## config.mk

```make
export PLATFORM = sky130hd
export DESIGN_NAME = unsorted_array_max_priority_queue_top
export DESIGN_NICKNAME = d
export VERILOG_FILES = /design/src/hdl/uampq_pkg.sv /design/src/hdl/uampq_ram.sv /design/src/hdl/unsorted_array_max_priority_queue_top.sv
export SDC_FILE = /design/constraint.sdc
export NUM_CORES = 1
export LEC_CHECK = 0
export ABC_CLOCK_PERIOD_IN_PS = 14700
export BUFFER_PORTS_ARGS = -buffer_cell sky130_fd_sc_hd__buf_2
export CAP_MARGIN = 20
export CORE_ASPECT_RATIO = 1.25
export CORE_UTILIZATION = 60
export CTS_CLUSTER_DIAMETER = 80
export DETAILED_ROUTE_END_ITERATION = 7
export PLACE_DENSITY_LB_ADDON = 0.12
export SYNTH_ARGS = -nofsm -noshare
export SYNTH_HDL_FRONTEND = slang
export SYNTH_SLANG_ARGS = --single-unit
```

## constraint.sdc

```tcl
create_clock -name i_clk -period 14.7 [get_ports i_clk]
set_input_delay 1.47 -clock i_clk [delete_from_list [all_inputs] [get_ports i_clk]]
set_output_delay 1.47 -clock i_clk [all_outputs]
set_load 0.005 [all_outputs]
```

## src/hdl/uampq_pkg.sv

```systemverilog
// Package for the unsorted-array max-priority queue.
// Holds the sizes, command and status codes and the sequencer state type.
// Depends on nothing; used by the top level and the testbench, not by uampq_ram.
package uampq_pkg;

    localparam int CAPACITY = 16;
    localparam int POS_W    = $clog2(CAPACITY);
    localparam int CNT_W    = 5;
    localparam int VALUE_W  = 31;
    localparam int CMD_W    = 2;
    localparam int STATUS_W = 2;

    localparam int S_DATA_W = 40;
    localparam int M_DATA_W = 40;
    localparam int M_PAD_W  = M_DATA_W - (VALUE_W + STATUS_W + CNT_W);

    typedef enum logic [CMD_W-1:0] {
        CMD_INSERT = 2'd0,
        CMD_REMOVE = 2'd1,
        CMD_PEEK   = 2'd2,
        CMD_NOP    = 2'd3
    } t_cmd;

    typedef enum logic [STATUS_W-1:0] {
        ST_OK    = 2'd0,
        ST_FULL  = 2'd1,
        ST_EMPTY = 2'd2
    } t_status;

    typedef enum logic {
        S_IDLE = 1'b0,
        S_SCAN = 1'b1
    } t_state;

endpackage

```

## src/hdl/uampq_ram.sv

```systemverilog
// Generic simple dual-port RAM: one write port, one read port, registered read.
// Used for the entry store of the priority queue; depends on nothing.
module uampq_ram #(
    parameter int WIDTH = 31,
    parameter int DEPTH = 16,
    localparam int AW   = $clog2(DEPTH)
) (
    input  logic             i_clk,
    input  logic             i_wr_en,
    input  logic [AW-1:0]    i_wr_addr,
    input  logic [WIDTH-1:0] i_wr_data,
    input  logic [AW-1:0]    i_rd_addr,
    output logic [WIDTH-1:0] o_rd_data
);

    logic [WIDTH-1:0] r_mem [DEPTH];
    logic [WIDTH-1:0] r_rd_data;

    always_ff @(posedge i_clk) begin
        if (i_wr_en) begin
            r_mem[i_wr_addr] <= i_wr_data;
        end
        r_rd_data <= r_mem[i_rd_addr];
    end

    assign o_rd_data = r_rd_data;

endmodule

```

## src/hdl/unsorted_array_max_priority_queue_top.sv

```systemverilog
// Top level of the unsorted-array max-priority queue.
// Depends on uampq_pkg and on uampq_ram for the entry store.
//
// Each input transaction carries a command (insert, remove maximum, peek maximum,
// or no operation) and a value; each one yields exactly one output transaction
// with a result value (the maximum for a remove or peek on a non-empty queue,
// else zero), a status and the count after the step. The result is registered
// at the cycle the input transaction is taken. A remove that leaves entries
// delivers its result at once, then shifts the later entries down and rescans
// for the new maximum through the entry RAM, one entry per cycle over its single
// read port; the block takes no input until the rescan is done. A result that
// waits on the output also holds off the next input transaction.
module unsorted_array_max_priority_queue_top (
    input  logic                          i_clk,
    input  logic                          i_rst_n,
    input  logic                          s_axis_tvalid,
    output logic                          s_axis_tready,
    // Fields from bit 0: command[1:0], value[32:2], zero padding.
    input  logic [uampq_pkg::S_DATA_W-1:0] s_axis_tdata,
    output logic                          m_axis_tvalid,
    input  logic                          m_axis_tready,
    // Fields from bit 0: result_value[30:0], status[32:31], count[37:33], padding.
    output logic [uampq_pkg::M_DATA_W-1:0] m_axis_tdata
);

    import uampq_pkg::*;

    t_state               r_state, n_state;
    logic [CNT_W-1:0]     r_count, n_count;
    logic [POS_W-1:0]     r_max_pos, n_max_pos;
    logic [VALUE_W-1:0]   r_max_val, n_max_val;
    logic [CNT_W-1:0]     r_idx, n_idx;
    logic                 r_pend, n_pend;
    logic [POS_W-1:0]     r_pend_idx, n_pend_idx;
    logic [VALUE_W-1:0]   r_best, n_best;
    logic [POS_W-1:0]     r_best_pos, n_best_pos;
    logic                 r_out_valid, n_out_valid;
    logic [M_DATA_W-1:0]  r_out_data, n_out_data;

    logic                 in_acc;
    t_cmd                 cmd;
    logic [VALUE_W-1:0]   in_value;
    logic                 is_full;
    logic                 is_empty;
    logic                 scan_last;
    logic [CNT_W-1:0]     idx_inc;
    logic [CNT_W-1:0]     count_dec;
    logic [VALUE_W-1:0]   best_sel;
    logic [POS_W-1:0]     best_pos_sel;
    t_status              out_status;
    logic [VALUE_W-1:0]   out_value;

    logic                 wr_en;
    logic [POS_W-1:0]     wr_addr;
    logic [VALUE_W-1:0]   wr_data;
    logic [POS_W-1:0]     rd_addr;
    logic [VALUE_W-1:0]   rd_data;

    uampq_ram #(
        .WIDTH(VALUE_W),
        .DEPTH(CAPACITY)
    ) u_entries (
        .i_clk    (i_clk),
        .i_wr_en  (wr_en),
        .i_wr_addr(wr_addr),
        .i_wr_data(wr_data),
        .i_rd_addr(rd_addr),
        .o_rd_data(rd_data)
    );

    assign s_axis_tready = (r_state == S_IDLE) && (!r_out_valid || m_axis_tready);
    assign in_acc        = s_axis_tvalid && s_axis_tready;
    assign cmd           = t_cmd'(s_axis_tdata[CMD_W-1:0]);
    assign in_value      = s_axis_tdata[CMD_W +: VALUE_W];
    assign is_full       = (r_count == CNT_W'(CAPACITY));
    assign is_empty      = (r_count == '0);
    assign idx_inc       = r_idx + CNT_W'(1);
    assign count_dec     = r_count - CNT_W'(1);
    assign scan_last     = r_pend && ({1'b0, r_pend_idx} == count_dec);

    assign m_axis_tvalid = r_out_valid;
    assign m_axis_tdata  = r_out_data;

    always_comb begin
        n_state = r_state;
        unique case (r_state)
            S_IDLE: begin
                if (in_acc && cmd == CMD_REMOVE && r_count > CNT_W'(1)) begin
                    n_state = S_SCAN;
                end
            end
            S_SCAN: begin
                if (scan_last) begin
                    n_state = S_IDLE;
                end
            end
            default: n_state = S_IDLE;
        endcase
    end

    always_comb begin
        if (r_pend && rd_data >= r_best) begin
            best_sel     = rd_data;
            best_pos_sel = r_pend_idx;
        end else begin
            best_sel     = r_best;
            best_pos_sel = r_best_pos;
        end
    end

    always_comb begin
        n_count     = r_count;
        n_max_pos   = r_max_pos;
        n_max_val   = r_max_val;
        n_idx       = r_idx;
        n_pend      = 1'b0;
        n_pend_idx  = r_pend_idx;
        n_best      = r_best;
        n_best_pos  = r_best_pos;
        n_out_valid = r_out_valid;
        n_out_data  = r_out_data;
        out_status  = ST_OK;
        out_value   = '0;
        wr_en       = 1'b0;
        wr_addr     = r_count[POS_W-1:0];
        wr_data     = in_value;
        rd_addr     = '0;

        if (in_acc) begin
            n_out_valid = 1'b1;
        end else if (m_axis_tready) begin
            n_out_valid = 1'b0;
        end

        unique case (r_state)
            S_IDLE: begin
                if (in_acc) begin
                    unique case (cmd)
                        CMD_INSERT: begin
                            if (is_full) begin
                                out_status = ST_FULL;
                            end else begin
                                wr_en   = 1'b1;
                                n_count = r_count + CNT_W'(1);
                                if (is_empty || in_value > r_max_val) begin
                                    n_max_pos = r_count[POS_W-1:0];
                                    n_max_val = in_value;
                                end
                            end
                        end
                        CMD_REMOVE: begin
                            if (is_empty) begin
                                out_status = ST_EMPTY;
                            end else begin
                                out_value  = r_max_val;
                                n_count    = count_dec;
                                n_idx      = '0;
                                n_best     = '0;
                                n_best_pos = '0;
                                if (r_count == CNT_W'(1)) begin
                                    n_max_pos = '0;
                                end
                            end
                        end
                        CMD_PEEK: begin
                            if (is_empty) begin
                                out_status = ST_EMPTY;
                            end else begin
                                out_value = r_max_val;
                            end
                        end
                        CMD_NOP: begin
                        end
                        default: begin
                        end
                    endcase
                    n_out_data = {{M_PAD_W{1'b0}}, n_count, out_status, out_value};
                end
            end
            S_SCAN: begin
                if (r_idx < r_count) begin
                    rd_addr    = (r_idx < {1'b0, r_max_pos}) ? r_idx[POS_W-1:0]
                                                              : idx_inc[POS_W-1:0];
                    n_pend     = 1'b1;
                    n_pend_idx = r_idx[POS_W-1:0];
                    n_idx      = idx_inc;
                end
                if (r_pend) begin
                    wr_en      = (r_pend_idx >= r_max_pos);
                    wr_addr    = r_pend_idx;
                    wr_data    = rd_data;
                    n_best     = best_sel;
                    n_best_pos = best_pos_sel;
                end
                if (scan_last) begin
                    n_max_pos = best_pos_sel;
                    n_max_val = best_sel;
                end
            end
            default: begin
            end
        endcase
    end

    always_ff @(posedge i_clk) begin
        if (!i_rst_n) begin
            r_state     <= S_IDLE;
            r_count     <= '0;
            r_max_pos   <= '0;
            r_idx       <= '0;
            r_pend      <= 1'b0;
            r_out_valid <= 1'b0;
        end else begin
            r_state     <= n_state;
            r_count     <= n_count;
            r_max_pos   <= n_max_pos;
            r_idx       <= n_idx;
            r_pend      <= n_pend;
            r_out_valid <= n_out_valid;
        end
    end

    always_ff @(posedge i_clk) begin
        r_max_val  <= n_max_val;
        r_pend_idx <= n_pend_idx;
        r_best     <= n_best;
        r_best_pos <= n_best_pos;
        r_out_data <= n_out_data;
    end

endmodule

```

==> flow_summary.json <==
{
  "via_per_inst": 6.42,
  "fin_crit_sh": 0.320,
  "drtIter0Drc": 1446,
  "worstPathArrival_ps": 5180,
  "final-hold-violation-count": 0,
  "cts_tree": "done",
  "clockBufferDepth": 3,
  "r2r_slack_ps": 9990,
  "grt_pass1_wl_um": 98600,
  "r2r_cells": 11,
  "async_flop_share": 0,
  "drive_gt1_frac": 0.125,
  "ys.flop_type": "edfxtp_1",
  "start_util": 0.606,
  "slew_violations": 0,
  "clkSlewWorstSetupHoldPaths_ps": 60,
  "drtAntennaViolNets": 0,
  "antenna_found_initial": 1,
  "path_class": "reg2reg",
  "worstSkewPairLatency_ps": 630,
  "cts_resized": 0,
  "port-buffer-count": 76,
  "vias": 17100,
  "core-area_um2": 46100,
  "fin_skew_ps": 15.0,
  "dieHeight_um": 243,
  "yosys_register_bits": 652,
  "hold_depth": 2,
  "antenna_cells": 0,
  "syn_area_um2": 28000,
  "grt_usage": 0.279,
  "hold_start": "r_max_pos[3]$_SDFFE_PN0P_",
  "mostFrequentLayoutCell": "edfxtp_1",
  "timing.rr.start": "r_count[2]$_SDFFE_PN0P_",
  "setup_violations": 0,
  "synth_cells": 1979,
  "overflow": 0,
  "path_max_fanout": 58,
  "io_pins": 86,
  "hold_buffers": 0,
  "grt_pass1_vias": 16900,
  "ys.warnings.count": 0,
  "wl_per_cell_um": 24.7,
  "required_ps": 15170,
  "r2r_end": "u_entries.o_rd_data[5]$_DFF_P_",
  "drc_errors": 0,
  "ir_drop_uv": 93.9,
  "hold_class": "reg2reg",
  "ys_types": 65,
  "synth_edf_count": 604,
  "clkSinkCount": 652,
  "die_w_um": 195,
  "dpl.hpwl_um": 37100,
  "p_leak_nw": 11.2,
  "postRouteWirelength_um": 65900,
  "cts-root-buf": "clkbuf_16",
  "cts_setup_buffers": 0,
  "outcome": "finished, final reports clean",
  "rsz0062_at_grt": "false",
  "period_needed_ps": 4710,
  "final_cell_mix": "edfxtp_1 (604), nand2_1 (226), mux2i_1 (102), o221ai_1 (95), and3_1 (94)",
  "tns_ps": 0,
  "dieArea_um2": 47500,
  "max-cap-violations": 0,
  "finalNetCount": 2158,
  "slew_headroom": 0.311,
  "avgSynthCellArea_um2": 14.1,
  "cts_made_buffers": 60,
  "h-tree-depth": 2,
  "gp_congestion": 0.871,
  "grt_max_degree": 100,
  "fmax_mhz": 212,
  "worstMarginPinSlew_ps": 1030,
  "syn_to_final_growth_pct": 10.4,
  "start_kind": "flip-flop",
  "post-route-util": 0.669,
  "endpoint_kind": "flip-flop",
  "min_to": "r_max_pos[3]$_SDFFE_PN0P_",
  "seq_area_frac_synth": 0.683,
  "power.density_nw_per_um2": 123,
  "first_pass_iters": 7,
  "row_count": 88
}
==> cells in the mapped netlist (6+ instances only) <==
| cell | count | area [um^2] |
|---|---|---|
| a31oi_1 | 7 | 43.8 |
| a211oi_1 | 64 | 480 |
| inv_1 | 83 | 312 |
| nor2b_1 | 46 | 288 |
| edfxtp_1 | 604 | 18100 |
| o21ai_0 | 18 | 90.1 |
| nand2_1 | 228 | 856 |
| o221ai_1 | 95 | 832 |
| a21o_1 | 41 | 308 |
| ha_1 | 80 | 1000 |
| nand3_1 | 16 | 80.1 |
| buf_4 | 6 | 45.0 |
| nor3_1 | 12 | 60.1 |
| dfxtp_1 | 48 | 961 |
| buf_2 | 31 | 155 |
| and3_1 | 94 | 588 |
| a311o_1 | 60 | 601 |
| mux2i_1 | 102 | 1020 |
| clkbuf_1 | 70 | 263 |
| nor2_1 | 71 | 267 |
| buf_6 | 12 | 135 |
| nand4_1 | 12 | 75.1 |
| and2_1 | 6 | 37.5 |
| mux2_2 | 31 | 349 |
| a21oi_1 | 64 | 320 |
==> critical path, cell delays in order, from the launching register on <==
cell and delay (ps):
dfxtp_1 580, inv_1 220, ha_1 360, a21oi_1 120, o21ai_0 140, a31oi_4 570, buf_4 710, nor2b_2 910
buf_4 440, a311o_1 210, a21o_1 120, o221ai_1 140
==> where the power goes <==
part | switching (W) | internal, W | total, W
clock network | 0.000664 | 0.000870 | 0.00153
registers | 0.0000156 | 0.00205 | 0.00207
logic | 0.000122 | 0.0000610 | 0.000183
==> final cells by class <==
type / count / area [um^2]
clock inverter: 30 / 282
tap: 585 / 732
multi-input combinational: 1126 / 8160
timing repair buffer: 111 / 643
clock buffer: 83 / 1650
sequential: 652 / 19100
inverter: 83 / 312
fill: 3199 / 15300
==> kinds of logic after synthesis <==
logic type | Yosys count | synth area share
and+or+nand+nor | 507 | 0.0867
adders and majority gates | 80 | 0.0358
muxes | 135 | 0.0503
buffers and inverters | 202 | 0.0325
xor gates and xnor gates | 10 | 0.00313
AOI/OAI and AO/OA | 392 | 0.109
DFF | 652 | 0.683
other | 1 | 0.000134
==> worst max-delay path by stage <==
stage | start | end | depth (start not counted)
floorplan | m_axis_tready | u_entries.r_mem[7][0]$_DFFE_PP_ | 8
global placement | r_count[2]$_SDFFE_PN0P_ | u_entries.o_rd_data[5]$_DFF_P_ | 11
CTS | r_count[2]$_SDFFE_PN0P_ | u_entries.o_rd_data[5]$_DFF_P_ | 11
finish | r_count[2]$_SDFFE_PN0P_ | u_entries.o_rd_data[5]$_DFF_P_ | 11
global route | r_count[2]$_SDFFE_PN0P_ | u_entries.o_rd_data[5]$_DFF_P_ | 11
detailed placement | r_count[2]$_SDFFE_PN0P_ | u_entries.o_rd_data[5]$_DFF_P_ | 11
==> registers in the layout, indices dropped and copies added (netlist names), 4 cells and up <==
name                 flops
u_entries.r_mem        496
m_axis_tdata            38
r_best                  31
r_max_val               31
u_entries.o_rd_data     31
r_count                  5
r_idx                    5
r_best_pos               4
r_max_pos                4
r_pend_idx               4
==> per-stage QoR <==
step,power [W],hold slack (ps),cells,instance area [um^2],worst slack (ps)
2_1_floorplan,0.00222,433,1980,28000,8990
3_3_place_gp,0.00228,456,2557,29000,10140
3_5_place_dp,0.00229,458,2557,29000,10090
4_1_cts,0.00380,476,2670,30900,10070
5_1_grt,0.00389,511,2670,30900,9780
6_report,0.00379,476,2670,30900,9990
==> routing by layer <==
layer	vias to the layer above	global-route usage	wire length, um
li1	7758	-	-
met1	8516	0.366	26200
met2	726	0.468	32100
met3	129	0.0516	5670
met4	0	0.0980	1970
met5	-	0	0
No activity file was read; power rests on OpenSTA's default activity.
